--- src/rtl/spq_pkg.sv ---
`default_nettype none
// ----------------------------------------------------------------------------
// spq_pkg
// Shared types and constants for the sorted priority queue insert unit.
// ----------------------------------------------------------------------------
package spq_pkg;

  localparam int DEPTH_DEFAULT = 8;

  localparam int VALUE_W = 32;
  localparam int PRIO_W  = 8;

  localparam logic FUNC_INSERT = 1'b0;
  localparam logic FUNC_DUMP   = 1'b1;

  typedef enum logic [1:0] {
    KIND_INSERTED = 2'd0,
    KIND_FULL     = 2'd1,
    KIND_ENTRY    = 2'd2,
    KIND_EMPTY    = 2'd3
  } kind_t;

  typedef enum logic [1:0] {
    CELL_HOLD,
    CELL_INSERT,
    CELL_ROTATE
  } cell_op_t;

  typedef struct packed {
    logic signed [VALUE_W-1:0] value;
    logic        [PRIO_W-1:0]  prio;
  } entry_t;

  // per-cell control from the sequencer
  typedef struct packed {
    cell_op_t op;
    logic     occupied;  // cell index below occupancy
    logic     at_occ;    // cell index equals occupancy (first free slot)
    logic     is_tail;   // last occupied cell, wraps head on rotate
  } cell_ctrl_t;

endpackage

`default_nettype wire

--- src/rtl/spq_in_if.sv ---
`default_nettype none
// ----------------------------------------------------------------------------
// spq_in_if
// Request channel: operation code plus the pair to insert.
// ----------------------------------------------------------------------------
interface spq_in_if;
  logic               valid;
  logic               ready;
  logic               func;
  logic signed [31:0] item_value;
  logic        [7:0]  item_priority;

  modport source (output valid, func, item_value, item_priority, input ready);
  modport sink   (input valid, func, item_value, item_priority, output ready);
endinterface

`default_nettype wire

--- src/rtl/spq_out_if.sv ---
`default_nettype none
// ----------------------------------------------------------------------------
// spq_out_if
// Response channel: status kind, dumped entry and last marker.
// ----------------------------------------------------------------------------
interface spq_out_if;
  logic               valid;
  logic               ready;
  logic        [1:0]  kind;
  logic signed [31:0] out_value;
  logic        [7:0]  out_priority;
  logic               last;

  modport source (output valid, kind, out_value, out_priority, last, input ready);
  modport sink   (input valid, kind, out_value, out_priority, last, output ready);
endinterface

`default_nettype wire

--- src/rtl/spq_cell.sv ---
`default_nettype none
// ----------------------------------------------------------------------------
// spq_cell
// One slot of the sorted chain: holds an entry, compares against the new
// priority, and takes from its neighbor on insert shift or dump rotate.
// ----------------------------------------------------------------------------
module spq_cell
  import spq_pkg::*;
(
  input  wire               clk,
  input  wire cell_ctrl_t   ctrl,
  input  wire entry_t       new_entry,
  input  wire entry_t       prev_entry,
  input  wire               prev_greater,
  input  wire entry_t       next_entry,
  input  wire entry_t       head_entry,
  output entry_t            entry,
  output logic              greater
);

  entry_t entry_next;

  // new item outranks this stored entry
  assign greater = ctrl.occupied && (new_entry.prio > entry.prio);

  always_comb begin
    entry_next = entry;
    case (ctrl.op)
      CELL_INSERT: begin
        if (prev_greater) begin
          entry_next = prev_entry;
        end else if (greater || ctrl.at_occ) begin
          entry_next = new_entry;
        end
      end
      CELL_ROTATE: begin
        entry_next = ctrl.is_tail ? head_entry : next_entry;
      end
      default: entry_next = entry;
    endcase
  end

  always_ff @(posedge clk) begin
    entry <= entry_next;
  end

endmodule

`default_nettype wire

--- src/rtl/sorted_priority_queue_insert_unit.sv ---
`default_nettype none
// ----------------------------------------------------------------------------
// sorted_priority_queue_insert_unit
// Sorted priority queue built as a chain of cells, insert and dump.
// ----------------------------------------------------------------------------
// Output: the result of a request beat is written into the output register
//   on the clock edge that takes the beat.
// Flow: an insert or an empty dump is complete when its beat is taken; a dump
//   emits one entry per cycle from the head cell while the ring rotates, as
//   long as rsp is not stalled. Requests are held off until a dump has finished.
// Reset: synchronous, clears occupancy, sequencer and output valid; cell
//   contents stay undefined until written.
// ----------------------------------------------------------------------------
module sorted_priority_queue_insert_unit
  import spq_pkg::*;
#(
  parameter int DEPTH = DEPTH_DEFAULT
) (
  input  wire     clk,
  input  wire     rst,
  spq_in_if.sink  req,
  spq_out_if.source rsp
);

  localparam int OCC_W = $clog2(DEPTH + 1);
  localparam int IDX_W = $clog2(DEPTH);

  typedef enum logic {
    ST_IDLE,
    ST_DUMP
  } state_t;

  state_t             state;
  logic [OCC_W-1:0]   occ;
  logic [IDX_W-1:0]   cnt;      // index of the entry being emitted in a dump

  logic               rsp_valid;
  kind_t              rsp_kind;
  entry_t             rsp_entry;
  logic               rsp_last;

  entry_t             entries [DEPTH];
  logic [DEPTH-1:0]   greater;
  cell_ctrl_t         ctrl    [DEPTH];

  logic               load;
  logic               accept;
  logic               full;
  logic               ins_go;
  logic               dump_first;
  logic               dump_step;
  logic               dump_last;
  cell_op_t           op;
  entry_t             new_entry;

  // output register is free when empty or being drained this cycle
  assign load   = !rsp_valid || rsp.ready;
  assign req.ready = (state == ST_IDLE) && load;
  assign accept = req.valid && req.ready;

  assign full       = (occ == OCC_W'(DEPTH));
  assign ins_go     = accept && (req.func == FUNC_INSERT) && !full;
  assign dump_first = accept && (req.func == FUNC_DUMP) && (occ != '0);
  // first dumped entry leaves on the accept cycle, the rest while in ST_DUMP
  assign dump_step  = dump_first || ((state == ST_DUMP) && load);
  assign dump_last  = ((OCC_W'(cnt) + OCC_W'(1)) == occ);

  assign op = ins_go ? CELL_INSERT : (dump_step ? CELL_ROTATE : CELL_HOLD);

  assign new_entry.value = req.item_value;
  assign new_entry.prio  = req.item_priority;

  // ---- chain of cells ----
  // On insert every cell below the new one shifts back by one; on dump the
  // occupied cells rotate toward the head, the tail taking the old head, so
  // after a full pass the store is as it was.
  for (genvar i = 0; i < DEPTH; i++) begin : g_cell
    entry_t prev_e;
    logic   prev_g;
    entry_t next_e;

    assign ctrl[i].op       = op;
    assign ctrl[i].occupied = (OCC_W'(i) < occ);
    assign ctrl[i].at_occ   = (OCC_W'(i) == occ);
    assign ctrl[i].is_tail  = ((OCC_W'(i) + OCC_W'(1)) == occ);

    if (i == 0) begin : g_head
      assign prev_e = entries[0];
      assign prev_g = 1'b0;
    end else begin : g_body
      assign prev_e = entries[i-1];
      assign prev_g = greater[i-1];
    end

    if (i == DEPTH - 1) begin : g_end
      assign next_e = entries[0];
    end else begin : g_mid
      assign next_e = entries[i+1];
    end

    spq_cell u_cell (
      .clk          (clk),
      .ctrl         (ctrl[i]),
      .new_entry    (new_entry),
      .prev_entry   (prev_e),
      .prev_greater (prev_g),
      .next_entry   (next_e),
      .head_entry   (entries[0]),
      .entry        (entries[i]),
      .greater      (greater[i])
    );
  end

  // ---- sequencer and output register ----
  always_ff @(posedge clk) begin
    if (rst) begin
      state     <= ST_IDLE;
      occ       <= '0;
      cnt       <= '0;
      rsp_valid <= 1'b0;
    end else begin
      if (ins_go) begin
        occ <= occ + OCC_W'(1);
      end

      if (dump_step) begin
        // head entry leaves while the ring rotates by one
        rsp_valid <= 1'b1;
        rsp_kind  <= KIND_ENTRY;
        rsp_entry <= entries[0];
        rsp_last  <= dump_last;
        if (dump_last) begin
          state <= ST_IDLE;
          cnt   <= '0;
        end else begin
          state <= ST_DUMP;
          cnt   <= cnt + IDX_W'(1);
        end
      end else if (accept) begin
        // insert, refused insert or empty dump: one status beat
        rsp_valid <= 1'b1;
        rsp_last  <= 1'b1;
        rsp_entry <= '0;
        if (req.func == FUNC_INSERT) begin
          rsp_kind <= full ? KIND_FULL : KIND_INSERTED;
        end else begin
          rsp_kind <= KIND_EMPTY;
        end
      end else if (rsp.ready) begin
        rsp_valid <= 1'b0;
      end
    end
  end

  assign rsp.valid        = rsp_valid;
  assign rsp.kind         = rsp_kind;
  assign rsp.out_value    = rsp_entry.value;
  assign rsp.out_priority = rsp_entry.prio;
  assign rsp.last         = rsp_last;

endmodule

`default_nettype wire
--- src/flat_wrapper.sv ---
// flat-port wrapper written by rule: the top's interface ports become plain ports
module sorted_priority_queue_insert_unit_flat import spq_pkg::*;
#(
  parameter int DEPTH = DEPTH_DEFAULT
)
  (clk, rst, req_valid, req_func, req_item_value, req_item_priority, req_ready, rsp_valid, rsp_kind, rsp_out_value, rsp_out_priority, rsp_last, rsp_ready);
  spq_in_if req_i ();
  spq_out_if rsp_i ();
  input  wire clk;
  input  wire rst;
  input wire logic [$bits(req_i.valid)-1:0] req_valid;
  input wire logic [$bits(req_i.func)-1:0] req_func;
  input wire logic [$bits(req_i.item_value)-1:0] req_item_value;
  input wire logic [$bits(req_i.item_priority)-1:0] req_item_priority;
  output wire logic [$bits(req_i.ready)-1:0] req_ready;
  output wire logic [$bits(rsp_i.valid)-1:0] rsp_valid;
  output wire logic [$bits(rsp_i.kind)-1:0] rsp_kind;
  output wire logic [$bits(rsp_i.out_value)-1:0] rsp_out_value;
  output wire logic [$bits(rsp_i.out_priority)-1:0] rsp_out_priority;
  output wire logic [$bits(rsp_i.last)-1:0] rsp_last;
  input wire logic [$bits(rsp_i.ready)-1:0] rsp_ready;
  assign req_i.valid = req_valid;
  assign req_i.func = req_func;
  assign req_i.item_value = req_item_value;
  assign req_i.item_priority = req_item_priority;
  assign req_ready = req_i.ready;
  assign rsp_valid = rsp_i.valid;
  assign rsp_kind = rsp_i.kind;
  assign rsp_out_value = rsp_i.out_value;
  assign rsp_out_priority = rsp_i.out_priority;
  assign rsp_last = rsp_i.last;
  assign rsp_i.ready = rsp_ready;
  sorted_priority_queue_insert_unit #(.DEPTH(DEPTH)) u_core (.clk(clk), .rst(rst), .req(req_i), .rsp(rsp_i));
endmodule
--- config.mk ---
export PLATFORM = sky130hd
export DESIGN_NAME = sorted_priority_queue_insert_unit_flat
export DESIGN_NICKNAME = d
export VERILOG_FILES = /design/src/rtl/spq_pkg.sv /design/src/rtl/spq_in_if.sv /design/src/rtl/spq_out_if.sv /design/src/rtl/spq_cell.sv /design/src/rtl/sorted_priority_queue_insert_unit.sv /design/src/flat_wrapper.sv
export SDC_FILE = /design/constraint.sdc
export NUM_CORES = 1
export LEC_CHECK = 0
export BUFFER_PORTS_ARGS = -buffer_cell sky130_fd_sc_hd__buf_4
export CAP_MARGIN = 20
export CORE_MARGIN = 2
export CORE_UTILIZATION = 50
export DETAILED_ROUTE_END_ITERATION = 8
export GPL_ROUTABILITY_DRIVEN = 0
export PLACE_DENSITY = 0.69
export SLEW_MARGIN = 20
export SYNTH_ARGS = -nofsm -noshare
export SYNTH_HDL_FRONTEND = slang
export SYNTH_SLANG_ARGS = --single-unit
--- constraint.sdc ---
create_clock -name clk -period 5.85 [get_ports clk]
set_input_delay 1.755 -clock clk [delete_from_list [all_inputs] [get_ports clk]]
set_output_delay 1.755 -clock clk [all_outputs]
set_load 0.03 [all_outputs]
==> flow_summary.json <==
{
  "synthMuxAreaShare": 0.07414,
  "synth_top_family_by_area": "compound AO/OA/AOI/OAI gates",
  "cp-start-kind": "input pin",
  "synth_edf_count": 363,
  "clk_latency_ns": 0.59,
  "die_h_um": 215.7,
  "path_cells": "buf_4 > inv_1 > ha_1 > and4_1 > or3b_1 > a21oi_4 > nor2_1 > a41oi_4 > buf_4",
  "antenna_left": 0,
  "fin_nets": 2139,
  "cts_setup_buffers": 0,
  "powerDensity_nw_per_um2": 263.5,
  "comb_power_share": 0.124,
  "hp-class": "flop to flop",
  "h-tree-depth": 2,
  "maxCapViolations": 0,
  "cp.arrival_ns": 4.58,
  "synth_flop_cell": "edfxtp_1",
  "synth_area_um2": 22410,
  "drive_above_1_share": 0.1232,
  "io_pins": 90,
  "grt-ovfl-total": 0,
  "cp_max_fo": 21,
  "nFillCells": 3694,
  "synthSimpleGateAreaFrac": 0.09257,
  "grt_pass1_vias": 18140,
  "synth.avg_cell_area_um2": 10.81,
  "grt_max_degree": 195,
  "met2_usage": 0.4647,
  "ys_ff_latch": 372,
  "synth_fp_nets": 2187,
  "async_reset_ff_frac": 0,
  "die_area_um2": 46530,
  "drt_wl_total_um": 72850,
  "synth.distinct_cells": 57,
  "critPathMostFrequentCell": "buf_4",
  "vias": 18740,
  "rsz0062_at_grt": "false",
  "post_synth_fa_ha_maj_area_fraction": 0.03797,
  "p_seq_frac": 0.486,
  "hpwlAfterDp_um": 43450,
  "setup_viol": 0,
  "synth_top_area_frac": 0.4864,
  "cts.sinks": 372,
  "cts_tree": "yes",
  "power_frac_clock": 0.391,
  "grt_busiest_layer": "met2",
  "cts_max_path_buffers": 3,
  "synth_top_cell_by_area": "edfxtp_1",
  "post_drt_wl_per_cell_um": 27.46,
  "fmax_mhz": 230.2,
  "syn_to_final_growth_pct": 11.00,
  "cts-buffers-inserted": 43,
  "finalHoldViolations": 0,
  "setup_tns_ns": 0,
  "cts_hold_buffers": 0,
  "slowest_stage": "a21oi_4",
  "post_cts_resized": 0,
  "drt_pass1_iterations": 7,
  "drv_slew": 0,
  "grtUsageTotal": 0.3072,
  "yosys_warnings": 0,
  "grtUsageMet3": 0.06117,
  "fin_crit_ns": 4.344,
  "path_clk_slew_ns": 0.06,
  "grt_first_pass_wirelength_um": 110400,
  "peakVddDrop_mv": 0.1819,
  "antenna_found_initial": 0,
  "cts_root_buffer": "clkbuf_16",
  "endpoint_kind": "flop",
  "core_um2": 44220,
  "p_sw_mw": 1.762,
  "n_antenna_cell": 0,
  "swShare": 0.2689,
  "met1_usage": 0.4325,
  "status": "finished, final reports clean",
  "portBuffers": 89,
  "fp-row-count": 77,
  "cell_internal_pwr_mw": 4.791,
  "synthXorXnorAreaFrac": 0.002345,
  "crit_required_ns": 6.09,
  "drtIter0Drc": 2542,
  "fin_crit_sh": 0.7426,
  "p_leak_nw": 9.427,
  "worst_pin_slew_ns": 1.164,
  "max_stage_delay_ns": 0.48,
  "drc": 0,
  "synth.yosys.seq_area_share": 0.4944,
  "worstSetupPathType": "input pin to flop",
  "whs_ns": 0.4958,
  "fp.dieW_um": 215.7,
  "synth_area_leaders": "edfxtp_1 49%, o211ai_1 11%, o221ai_1 8.1%",
  "syn_inst": 2074,
  "viasPerCell": 7.063,
  "slew_headroom": 0.2239,
  "synth_compound_area_frac": 0.2309,
  "start_util": 0.5068,
  "skew_ns": 0.01960
}
-- state kept, by name (all words and copies together) (netlist names) --
name,flops
u_core.rsp.kind,2
u_core.rsp.out_priority,8
u_core.occ,4
u_core.cnt,3
u_core.state,1
u_core.g_cell.u_cell.entry,320
u_core.rsp.out_value,32
u_core.rsp.valid,1
u_core.rsp.last,1
-- final timing paths --
check | startpoint | endpoint | slack (ns) | depth (start not counted)
max | req_item_priority[0] | u_core.g_cell[6].u_cell.entry[14]$_DFFE_PP_ | 1.51 | 9
min | u_core.cnt[1]$_SDFFE_PP0P_ | u_core.cnt[1]$_SDFFE_PP0P_ | 0.50 | 2
max reg2reg | u_core.occ[1]$_SDFFE_PP0P_ | u_core.g_cell[0].u_cell.entry[18]$_DFFE_PP_ | 1.93 | 6
min reg2reg | u_core.cnt[1]$_SDFFE_PP0P_ | u_core.cnt[1]$_SDFFE_PP0P_ | 0.50 | 2
-- power groups by stage --
stage / Sequential (mW) / Combinational, mW / Clock [mW]
2_1_floorplan: 3.21 / 0.549 / 0
3_3_place_gp: 3.23 / 0.764 / 0
3_5_place_dp: 3.23 / 0.794 / 0
4_1_cts: 3.18 / 0.795 / 2.59
5_1_grt: 3.19 / 0.874 / 2.69
6_report: 3.18 / 0.810 / 2.56
-- final cells by class --
| type | count | area (um2) | share of cell area |
|---|---|---|---|
| clock inverter | 27 | 163.9 | 0.006589 |
| timing repair buffer | 150 | 1276 | 0.05131 |
| inverter | 92 | 345.3 | 0.01388 |
| clock buffer | 53 | 1135 | 0.04562 |
| tap | 592 | 740.7 | 0.02978 |
| sequential | 372 | 11080 | 0.4454 |
| multi-input combinational | 1367 | 10130 | 0.4074 |
-- through the flow --
| stage | instances | cell area, um2 | total power [mW] | util | worst slack, ns |
|---|---|---|---|---|---|
| 6_report | 2653 | 24880 | 6.553 | 0.5625 | 1.506 |
| 5_1_grt | 2653 | 24880 | 6.753 | 0.5625 | 1.481 |
| 4_1_cts | 2653 | 24880 | 6.563 | 0.5625 | 1.604 |
| 3_5_place_dp | 2573 | 23580 | 4.027 | 0.5331 | 1.018 |
| 3_3_place_gp | 2573 | 23580 | 3.994 | 0.5331 | 1.105 |
| 2_1_floorplan | 2074 | 22430 | 3.759 | - | 0.04119 |
-- cell usage in the layout, fill, tap and decap left out, types with 33 or more instances in the layout --
master and n:
buf_4 138, edfxtp_1 363, inv_1 92, a21oi_1 34
o21ai_0 37, a21o_1 43, o211ai_1 320, mux2i_1 166
nand4_1 48, o221ai_1 207, nand3_1 45, nand2_1 258
nor2_1 33, ha_1 68, clkbuf_16 44
-- cells in the mapped netlist (37+ instances only) --
cell / count
a21o_1: 43
a21oi_1: 37
buf_2: 80
clkbuf_1: 129
edfxtp_1: 363
ha_1: 68
inv_1: 92
mux2i_1: 166
nand2_1: 262
nand3_1: 47
nand4_1: 48
o211ai_1: 320
o21ai_0: 37
o221ai_1: 207
-- kinds of logic after synthesis --
| group | count (synthesis) |
|---|---|
| adder cells (fa/ha/maj) | 68 |
| flip-flops | 372 |
| multiplexers | 166 |
| buffers and inverters | 335 |
| AND/OR/NAND/NOR | 449 |
| XOR/XNOR | 6 |
| AO/OA/AOI/OAI | 678 |
-- metal layers --
| metal | up-vias | part of all wire |
|---|---|---|
| li1 | 8126 | - |
| met1 | 9211 | 0.41 |
| met2 | 1207 | 0.44 |
| met3 | 195 | 0.10 |
| met4 | 0 | 0.039 |
| met5 | - | 0 |
-- worst max-delay path, delay by kind of cell --
kind                     cells  cell delay, ns
AND/OR/NAND/NOR              3            0.89
AO/OA/AOI/OAI                2            0.76
adder cells (fa/ha/maj)      1            0.32
buffers and inverters        3            0.85
(Power assumes the default switching activity.)
